`config.mk`:
```
export PLATFORM = sky130hd
export DESIGN_NAME = pulse_flow_meter
export DESIGN_NICKNAME = d
export VERILOG_FILES = /design/src/pfm_pkg.sv /design/src/pfm_div.sv /design/src/pulse_flow_meter.sv
export SDC_FILE = /design/constraint.sdc
export NUM_CORES = 2
export LEC_CHECK = 0
export ABC_CLOCK_PERIOD_IN_PS = 22800
export BUFFER_PORTS_ARGS = -buffer_cell sky130_fd_sc_hd__clkbuf_2
export CELL_PAD_IN_SITES_DETAIL_PLACEMENT = 0
export CELL_PAD_IN_SITES_GLOBAL_PLACEMENT = 1
export CORE_UTILIZATION = 56
export CTS_BUF_LIST = sky130_fd_sc_hd__clkbuf_2 sky130_fd_sc_hd__clkbuf_4 sky130_fd_sc_hd__clkbuf_8
export DETAILED_ROUTE_END_ITERATION = 8
export GPL_TIMING_DRIVEN = 0
export PLACE_DENSITY_LB_ADDON = 0.08
export SYNTH_ARGS = -nofsm -noshare
export SYNTH_HDL_FRONTEND = slang
export SYNTH_SLANG_ARGS = --single-unit
```
`constraint.sdc`:
```
create_clock -name clk -period 22.8 [get_ports clk]
set_input_delay 4.56 -clock clk [delete_from_list [all_inputs] [get_ports clk]]
set_output_delay 4.56 -clock clk [all_outputs]
set_load 0.01 [all_outputs]
```
`src/pfm_pkg.sv`:
```
// shared types and constants of the pulse flow meter
`default_nettype none
package pfm_pkg;

	// event kinds carried in the input tuser
	localparam logic [1:0] KIND_PULSE  = 2'd0;
	localparam logic [1:0] KIND_UPDATE = 2'd1;
	localparam logic [1:0] KIND_CLEAR  = 2'd2;

	// configuration register indexes
	localparam logic [1:0] REG_CAL     = 2'd0;
	localparam logic [1:0] REG_LOCKOUT = 2'd1;
	localparam logic [1:0] REG_WINDOW  = 2'd2;
	localparam logic [1:0] REG_MAXRATE = 2'd3;

	// register reset values
	localparam logic [23:0] CAL_RST     = 24'd1920;
	localparam logic [31:0] LOCKOUT_RST = 32'd50000;
	localparam logic [31:0] WINDOW_RST  = 32'd1000;
	localparam logic [15:0] MAXRATE_RST = 16'd10000;

	// 60000 * 100 * 256 and 1000 * 256
	localparam logic [31:0] FLOW_SCALE = 32'd1536000000;
	localparam logic [31:0] ML_SCALE   = 32'd256000;

	// shared divider width and iteration counter width
	localparam int DIV_W   = 64;
	localparam int DIV_CW  = $clog2(DIV_W + 1);

	localparam int TOTAL_W = 42;

	// divider status back to the sequencer
	typedef struct packed {
		logic busy;
		logic done;
	} div_stat_t;

	// sequencer states
	typedef enum logic [6:0] {
		ST_IDLE     = 7'b0000001,
		ST_MUL_FLOW = 7'b0000010,
		ST_MUL_DEN  = 7'b0000100,
		ST_MUL_TOT  = 7'b0001000,
		ST_DIV_FLOW = 7'b0010000,
		ST_DIV_TOT  = 7'b0100000,
		ST_DONE     = 7'b1000000
	} state_t;

endpackage
`default_nettype wire

```
`src/pfm_div.sv`:
```
// radix-2 restoring divider, one quotient bit per cycle
`default_nettype none
module pfm_div (
	input  wire logic                     clk,
	input  wire logic                     arst_n,
	input  wire logic                     start,
	input  wire logic [pfm_pkg::DIV_W-1:0] num,
	input  wire logic [pfm_pkg::DIV_W-1:0] den,
	output pfm_pkg::div_stat_t            stat,
	output logic      [pfm_pkg::DIV_W-1:0] quo
);

	localparam int W = pfm_pkg::DIV_W;

	logic [W-1:0]                 rem_q;
	logic [W-1:0]                 quo_q;
	logic [W-1:0]                 den_q;
	logic [pfm_pkg::DIV_CW-1:0]   cnt_q;
	logic                         done_q;

	logic [W:0]   shifted;
	logic [W+1:0] diff;

	// trial subtraction of the divisor from the shifted remainder
	always_comb begin
		shifted = {rem_q, quo_q[W-1]};
		diff    = {1'b0, shifted} - {2'b00, den_q};
	end

	// control: iteration counter and done flag
	always_ff @(posedge clk or negedge arst_n) begin
		if (!arst_n) begin
			cnt_q  <= '0;
			done_q <= 1'b0;
		end else if (start) begin
			cnt_q  <= pfm_pkg::DIV_CW'(W);
			done_q <= 1'b0;
		end else if (cnt_q != '0) begin
			cnt_q  <= cnt_q - 1'b1;
			done_q <= (cnt_q == pfm_pkg::DIV_CW'(1));
		end else begin
			done_q <= 1'b0;
		end
	end

	// datapath: remainder and quotient shift
	always_ff @(posedge clk) begin
		if (start) begin
			rem_q <= '0;
			quo_q <= num;
			den_q <= den;
		end else if (cnt_q != '0) begin
			if (!diff[W+1]) begin
				rem_q <= diff[W-1:0];
				quo_q <= {quo_q[W-2:0], 1'b1};
			end else begin
				rem_q <= shifted[W-1:0];
				quo_q <= {quo_q[W-2:0], 1'b0};
			end
		end
	end

	assign stat.busy = (cnt_q != '0);
	assign stat.done = done_q;
	assign quo       = quo_q;

	// done rises in the cycle after the last iteration, unless start comes first
	a_done_after_last: assert property (@(posedge clk) disable iff (!arst_n)
		(cnt_q == pfm_pkg::DIV_CW'(1)) && !start |=> done_q)
		else $error("divider done missing after last iteration");
	a_done_not_busy: assert property (@(posedge clk) disable iff (!arst_n)
		done_q |-> (cnt_q == '0))
		else $error("divider done while still iterating");
	a_start_busy: assert property (@(posedge clk) disable iff (!arst_n)
		start |=> (cnt_q == pfm_pkg::DIV_CW'(W)) && !done_q)
		else $error("divider did not load on start");

endmodule
`default_nettype wire

```
`src/pulse_flow_meter.sv`:
```
// pulse counting flow meter top level with event sequencer
//
// Input stream: each transaction is one event. s_tuser carries the kind
// (pulse edge, update call, clear totals); s_tdata carries the microsecond
// and millisecond timestamps. Every accepted event gives exactly one
// output transaction with flow, total, live pulse count and an update flag.
// Pulse edges, clears and updates whose window has not passed are answered
// without the sequencer: the result is written to the output register at the
// edge that accepts the event. An update that recalculates runs a sequencer
// over one shared 32x32 multiplier (three products, one per cycle) and one
// shared restoring divider (flow, then total); its result is loaded in state
// ST_DONE once the output register is free, and s_tready stays low meanwhile.
// The output register holds a result until m_tready; a new event is taken
// while the held result is being taken in the same cycle.
// Configuration writes through cfg_we/cfg_addr/cfg_wdata take effect at the
// next edge. Reset clears all counts, timestamps and the output valid, and
// loads the register defaults; no clearing pass is needed.
`default_nettype none
module pulse_flow_meter (
	input  wire logic        clk,
	input  wire logic        arst_n,
	// configuration write port
	input  wire logic        cfg_we,
	input  wire logic [1:0]  cfg_addr,
	input  wire logic [31:0] cfg_wdata,
	// event input
	input  wire logic        s_tvalid,
	output logic             s_tready,
	input  wire logic [63:0] s_tdata,  // time_us[31:0], time_ms[63:32]
	input  wire logic [1:0]  s_tuser,  // kind[1:0]
	// result output
	output logic             m_tvalid,
	input  wire logic        m_tready,
	output logic [95:0]      m_tdata,  // flow_rate_x100[15:0], total_ml[57:16],
	                                   // pulse_count[89:58], zero pad[95:90]
	output logic [0:0]       m_tuser   // rate_updated[0]
);

	localparam int TW = pfm_pkg::TOTAL_W;
	localparam int DW = pfm_pkg::DIV_W;

	// configuration registers
	logic [23:0] cal_q;
	logic [31:0] lockout_q;
	logic [31:0] window_q;
	logic [15:0] max_rate_q;

	// meter state
	logic [31:0]   accepted_q;
	logic [31:0]   pulses_last_q;
	logic [31:0]   last_pulse_q;
	logic [31:0]   last_calc_q;
	logic [15:0]   rate_q;
	logic [TW-1:0] total_q;

	// sequencer and operands
	pfm_pkg::state_t state_q;
	logic [31:0]   delta_q;
	logic [31:0]   elapsed_q;
	logic          elapsed_zero_q;
	logic [DW-1:0] num_flow_q;
	logic [DW-1:0] den_flow_q;
	logic [DW-1:0] num_tot_q;
	logic [15:0]   new_rate_q;

	// output register
	logic          m_valid_q;
	logic [15:0]   o_rate_q;
	logic [TW-1:0] o_total_q;
	logic [31:0]   o_count_q;
	logic          o_upd_q;

	logic        in_acc;
	logic        out_free;
	logic [1:0]  kind;
	logic [31:0] t_us;
	logic [31:0] t_ms;
	logic [31:0] since_pulse;
	logic [31:0] since_calc;
	logic        update_due;
	logic [23:0] cal_eff;

	logic [31:0] mul_a;
	logic [31:0] mul_b;
	logic [63:0] mul_p;

	logic                div_start;
	logic [DW-1:0]       div_num;
	logic [DW-1:0]       div_den;
	pfm_pkg::div_stat_t  div_stat;
	logic [DW-1:0]       div_quo;

	logic [15:0]   flow_sel;
	logic [TW-1:0] total_sel;

	// input decode and window checks
	always_comb begin
		kind        = s_tuser;
		t_us        = s_tdata[31:0];
		t_ms        = s_tdata[63:32];
		since_pulse = t_us - last_pulse_q;
		since_calc  = t_ms - last_calc_q;
		update_due  = (since_calc >= window_q);
		cal_eff     = (cal_q == '0) ? 24'd1 : cal_q;
	end

	assign out_free = !m_valid_q || m_tready;
	assign s_tready = (state_q == pfm_pkg::ST_IDLE) && out_free;
	assign in_acc   = s_tvalid && s_tready;

	// shared multiplier, operands chosen by the sequencer
	always_comb begin
		case (state_q)
			pfm_pkg::ST_MUL_FLOW: begin
				mul_a = delta_q;
				mul_b = pfm_pkg::FLOW_SCALE;
			end
			pfm_pkg::ST_MUL_DEN: begin
				mul_a = {8'd0, cal_eff};
				mul_b = elapsed_q;
			end
			pfm_pkg::ST_MUL_TOT: begin
				mul_a = accepted_q;
				mul_b = pfm_pkg::ML_SCALE;
			end
			default: begin
				mul_a = '0;
				mul_b = '0;
			end
		endcase
		mul_p = mul_a * mul_b;
	end

	// divider start and operand selection
	always_comb begin
		div_start = 1'b0;
		div_num   = num_flow_q;
		div_den   = den_flow_q;
		if (state_q == pfm_pkg::ST_MUL_TOT) begin
			div_start = 1'b1;
		end else if (state_q == pfm_pkg::ST_DIV_FLOW && div_stat.done) begin
			div_start = 1'b1;
			div_num   = num_tot_q;
			div_den   = {{(DW-24){1'b0}}, cal_eff};
		end
	end

	pfm_div u_div (
		.clk    (clk),
		.arst_n (arst_n),
		.start  (div_start),
		.num    (div_num),
		.den    (div_den),
		.stat   (div_stat),
		.quo    (div_quo)
	);

	// flow limit and total saturation on the divider quotient
	always_comb begin
		if (elapsed_zero_q || (div_quo > {{(DW-16){1'b0}}, max_rate_q})) begin
			flow_sel = '0;
		end else begin
			flow_sel = div_quo[15:0];
		end
		if (div_quo[DW-1:TW] != '0) begin
			total_sel = '1;
		end else begin
			total_sel = div_quo[TW-1:0];
		end
	end

	// configuration registers
	always_ff @(posedge clk or negedge arst_n) begin
		if (!arst_n) begin
			cal_q      <= pfm_pkg::CAL_RST;
			lockout_q  <= pfm_pkg::LOCKOUT_RST;
			window_q   <= pfm_pkg::WINDOW_RST;
			max_rate_q <= pfm_pkg::MAXRATE_RST;
		end else if (cfg_we) begin
			case (cfg_addr)
				pfm_pkg::REG_CAL:     cal_q      <= cfg_wdata[23:0];
				pfm_pkg::REG_LOCKOUT: lockout_q  <= cfg_wdata;
				pfm_pkg::REG_WINDOW:  window_q   <= cfg_wdata;
				pfm_pkg::REG_MAXRATE: max_rate_q <= cfg_wdata[15:0];
				default: ;
			endcase
		end
	end

	// sequencer, meter state and output register
	always_ff @(posedge clk or negedge arst_n) begin
		if (!arst_n) begin
			state_q       <= pfm_pkg::ST_IDLE;
			accepted_q    <= '0;
			pulses_last_q <= '0;
			last_pulse_q  <= '0;
			last_calc_q   <= '0;
			rate_q        <= '0;
			total_q       <= '0;
			m_valid_q     <= 1'b0;
		end else begin
			if (m_tready) begin
				m_valid_q <= 1'b0;
			end
			case (state_q)
				pfm_pkg::ST_IDLE: begin
					if (in_acc) begin
						o_rate_q  <= rate_q;
						o_total_q <= total_q;
						o_count_q <= accepted_q;
						o_upd_q   <= 1'b0;
						m_valid_q <= 1'b1;
						case (kind)
							pfm_pkg::KIND_PULSE: begin
								if (since_pulse > lockout_q) begin
									accepted_q   <= accepted_q + 32'd1;
									last_pulse_q <= t_us;
									o_count_q    <= accepted_q + 32'd1;
								end
							end
							pfm_pkg::KIND_UPDATE: begin
								if (update_due) begin
									// result goes out when the sequence ends
									m_valid_q      <= 1'b0;
									delta_q        <= accepted_q - pulses_last_q;
									elapsed_q      <= since_calc;
									elapsed_zero_q <= (since_calc == '0);
									pulses_last_q  <= accepted_q;
									last_calc_q    <= t_ms;
									state_q        <= pfm_pkg::ST_MUL_FLOW;
								end
							end
							pfm_pkg::KIND_CLEAR: begin
								accepted_q    <= '0;
								pulses_last_q <= '0;
								rate_q        <= '0;
								total_q       <= '0;
								o_rate_q      <= '0;
								o_total_q     <= '0;
								o_count_q     <= '0;
							end
							default: ;
						endcase
					end
				end
				pfm_pkg::ST_MUL_FLOW: begin
					num_flow_q <= mul_p;
					state_q    <= pfm_pkg::ST_MUL_DEN;
				end
				pfm_pkg::ST_MUL_DEN: begin
					den_flow_q <= mul_p;
					state_q    <= pfm_pkg::ST_MUL_TOT;
				end
				pfm_pkg::ST_MUL_TOT: begin
					num_tot_q <= mul_p;
					state_q   <= pfm_pkg::ST_DIV_FLOW;
				end
				pfm_pkg::ST_DIV_FLOW: begin
					if (div_stat.done) begin
						new_rate_q <= flow_sel;
						state_q    <= pfm_pkg::ST_DIV_TOT;
					end
				end
				pfm_pkg::ST_DIV_TOT: begin
					if (div_stat.done) begin
						rate_q  <= new_rate_q;
						total_q <= total_sel;
						state_q <= pfm_pkg::ST_DONE;
					end
				end
				pfm_pkg::ST_DONE: begin
					if (out_free) begin
						o_rate_q  <= rate_q;
						o_total_q <= total_q;
						o_count_q <= accepted_q;
						o_upd_q   <= 1'b1;
						m_valid_q <= 1'b1;
						state_q   <= pfm_pkg::ST_IDLE;
					end
				end
				default: state_q <= pfm_pkg::ST_IDLE;
			endcase
		end
	end

	assign m_tvalid = m_valid_q;
	assign m_tdata  = {6'd0, o_count_q, o_total_q, o_rate_q};
	assign m_tuser  = o_upd_q;

	// no new event while a recalculation is in flight
	a_busy_not_ready: assert property (@(posedge clk) disable iff (!arst_n)
		(state_q != pfm_pkg::ST_IDLE) |-> !s_tready)
		else $error("event accepted during recalculation");
	// the divider only finishes in a divide state
	a_div_done_state: assert property (@(posedge clk) disable iff (!arst_n)
		div_stat.done |->
			(state_q == pfm_pkg::ST_DIV_FLOW) || (state_q == pfm_pkg::ST_DIV_TOT))
		else $error("divider done outside divide states");
	// a recalculated flow never exceeds the limit
	a_flow_limit: assert property (@(posedge clk) disable iff (!arst_n)
		m_valid_q && o_upd_q |-> (o_rate_q <= max_rate_q))
		else $error("reported flow above limit");
	// a result does not appear while the divider runs
	a_no_out_while_div: assert property (@(posedge clk) disable iff (!arst_n)
		div_stat.busy |-> !$rose(m_valid_q))
		else $error("result loaded while divider busy");

endmodule
`default_nettype wire

```
==> impl_metrics.ini <==
[finish]
final_util_pct = 62.0
fill_cell_total_of_the_finished_layout = 11600
register_area_mm2 = 0.0237
multi_input_gate_area_mm2 = 0.0462
final_nets = 9662
areaGrowthSynthToFinish_pct = 9.86
layout.cell_area.non_filler_mm2 = 0.0827
post_route_cells_drive_above_1_share_pct = 8.56
finish.cell_count_without_fillers = 10000

[status]
outcome = finished, violations left
violated_checks = max-capacitance violations

[setup_path]
critPathMaxFanout = 10
cp_common_cell = sky130_fd_sc_hd__fa_1
worst_setup_ep_type = register
cp_data_required_time_ns = 23.37
rr_startpoint = state_q[0]
timing.setup.critical_path_class = register to register
longest_individual_stage_delay_on_the_worst_path_ns = 1.05
critical-path-slowest-cell = sky130_fd_sc_hd__nor3b_1
setup.worst_path.start_class = register
critical_path.startpoint = state_q[0]
critical_path_arrival_ns = 14.00

[clocking]
cts_resized = 0
worst_setup_hold_path_clk_slew_ns = 0.06
numCtsBuffers = 147
cts.root.buffer_cell = sky130_fd_sc_hd__clkbuf_8
clkSinkCount = 862
cts.htree.levels = 4
tritoncts = yes
clk-insertion-delay-late_ns = 0.94
clock_tree.buffer_depth = 3
post-cts-setup-buffers = 0
cts.hold.buffers_added = 0

[die]
pin_count = 204
die_width_um = 369
core_region_mm2 = 0.133
initial_utilization_pct = 56.4
std_cell_rows = 134
chipHeight_um = 369
die_area_mm2 = 0.136

[timing]
final.setup_skew_ns = 0.0653
max_slew.worst_pin.slew_ns = 1.50
setup_viol = 0
grt_setup_unrepaired = false
fin_crit_ns = 13.43
finalCritPeriodShare_pct = 58.9
holdWs_ns = 0.440
timing_max_transition_violations_final = 0
timing.fmax_mhz = 74.4
final-hold-violation-count = 0
setup_tns_ns = 0
relSlewSlack_pct = 0.222

[synthesis]
synth_simple_gate_area_share_pct = 12.7
synth-edff-count = 492
synth_flop_cell = sky130_fd_sc_hd__edfxtp_1
synthAdderAreaFrac_pct = 32.3
yosys_warnings = 0
yosys.area.top_type_share_pct = 23.9
seq_area_frac_synth_pct = 31.5
synthesis.instances = 7646
netlist-cell-type-count = 92
largest_family_of_logic_cells_by_synthesized_area = adder cells
post-synth-top-area-cell = sky130_fd_sc_hd__fa_1
postSynthRegisterBits = 862
synth_mux_area_share_pct = 2.71
synth-async-reset-ratio_pct = 35.5
synth_compound_area_share_pct = 10.4
synth.avg_cell_area_um2 = 9.85
synth_xor_area_share_pct = 2.38
synth.top_cells.by_area = sky130_fd_sc_hd__fa_1, sky130_fd_sc_hd__edfxtp_1, sky130_fd_sc_hd__dfrtp_1
syn_area_mm2 = 0.0753

[pwr]
power.sequential.fraction_pct = 30.0
power.share.switching_pct = 42.8
power_switching_uw = 3350
p_comb_share_pct = 50.0
share_clk_of_total_power_pct = 20.1
cellInternalPower_uw = 4480
p_leak_uw = 0.0385
vdd_ir_drop_max_v = 0.000208
power_per_cell_area_mw_per_mm2 = 94.6

[global_route]
grt_antenna_before_repair = 7
first_global_vias = 57500
pin_count_of_the_biggest_net_entering_global_routing = 97
grt_pass1_wl_um = 355000
global_route.overflow_total = 0
track_usage_pct = 35.2

[placed_design]
dp_hpwl_um = 189000
placed_cell_areas_mm2 = 0.0794
gp_congestion = 1.02
place.detailed.instances = 9773
io_buffers = 196

[drt]
drt-vias-per-instance = 5.70
first_pass_iters = 6
wirelength_um = 235000
drcViolationCount = 0
drtAntennaViolNets = 0
post_drt_wl_per_cell_um = 23.4
dr_total_vias = 57300
detail_route.iter0.violations = 5065

[job]
maxCapViolations = 1

[hold_path]
min-delay-start = new_rate_q[4]
hold_wc_path_type = register to register
flip-flops by register name (all words and copies together) (netlist names), 42 cells and up:
name,cells
num_tot_q,64
u_div.rem_q,64
u_div.den_q,64
o_total_q,42
num_flow_q,64
den_flow_q,64
u_div.quo,64
total_q,42
worst paths after layout:
check	to	slack, ns	cells after the start
setup / recovery	num_flow_q[63]	9.37	32
min in group asynchronous	last_pulse_q[23]	3.59	1
hold / removal	rate_q[4]	0.44	1
max in group asynchronous	total_q[38]	17.89	3
hold reg to reg	rate_q[4]	0.44	1
setup reg to reg	num_flow_q[63]	9.37	32
cell families after synthesis:
group,count (synthesis)
xor gates and xnor gates,205
and+or+nand+nor,2157
other,2
muxes,183
buffers and inverters,1580
DFF,862
adders and majority gates,1403
AOI/OAI and AO/OA,1254
synthesized netlist by cell type (all sizes together), types with 7 or more instances:
cell type     n
and4         13
mux2        168
o21a         38
and2        120
ha          503
clkbuf      320
o211ai       18
inv        1225
nor4         28
nor3         50
a21oi       356
dfrtp       284
a31oi        33
or2          10
dfstp        22
a22o         23
fa          900
or3          13
o211a         8
nand2b       39
a211oi       27
and3         35
nor2b       103
nand3        89
mux2i        15
xnor2       138
a211o        12
o21bai       34
xor2         67
a22oi        88
a2111oi      10
buf          33
edfxtp      492
o21ai       339
a21o        151
o31a         10
a21boi        7
nand4        61
nor2        695
nand2       856
nor3b        10
or4          17
o31ai        39
dfxtp        64
routing by layer:
layer / global-route usage [%] / vias up / share of wire (%) / routed length (µm)
met4: 16.5 / 4 / 5.2 / 12200
met5: 0 / - / 0.011 / 27
met1: 47.6 / 28500 / 42 / 97900
met3: 8.60 / 545 / 9.3 / 21800
li1: - / 25800 / - / -
met2: 53.5 / 2466 / 44 / 103000
final cells by class:
class                           instances  area share, %
Clock buffer                          197           2.98
Multi-Input combinational cell       5352           55.9
Sequential cell                       862           28.7
Antenna cell                            4         0.0121
Clock inverter                         71          0.971
Timing Repair Buffer                  211           1.57
Tap cell                             1768           2.67
Buffer                                354           1.66
Inverter                             1226           5.56
critical path, delay by kind of cell, from the launching register on:
| family | cells | cell delay [ns] |
|---|---|---|
| AOI/OAI and AO/OA | 6 | 2.56 |
| DFF | 1 | 0.36 |
| adders and majority gates | 9 | 4.20 |
| and+or+nand+nor | 9 | 3.42 |
| buffers and inverters | 8 | 2.50 |
cell usage in the layout, fill, tap and decap left out, drive strengths merged, types with 18 or more instances in the layout:
master  count
nand3      89
dfxtp      64
mux2      168
dfstp      22
and2      120
o211ai     18
nand2b     39
nor2      695
o21bai     34
edfxtp    492
buf        48
ha        503
conb      150
nand4      61
clkinv     47
o31ai      39
a31oi      33
a22o       23
a22oi      88
nor2b     103
nor3       50
fa        900
nand2     856
xor2       67
clkbuf    713
a21o      151
dfrtp     284
a211oi     27
nor4       28
o21a       38
o21ai     339
inv      1236
and3       35
xnor2     138
a21oi     356
through the flow:
step / total power, µW / setup slack (ns)
floorplan: 4960 / 11.35
global placement: 6100 / 5.21
detailed placement: 6190 / 9.52
CTS: 7800 / 9.58
global route: 8350 / 9.01
finish: 7820 / 9.37
power groups by stage:
stage / Clock, µW / Combinational [µW] / Sequential [µW]
finish: 1570 / 3910 / 2350
global route: 1660 / 4320 / 2370
global placement: 0 / 3730 / 2370
floorplan: 0 / 2690 / 2270
detailed placement: 0 / 3820 / 2370
CTS: 1600 / 3860 / 2340
No activity file was read; power rests on OpenSTA's default activity.
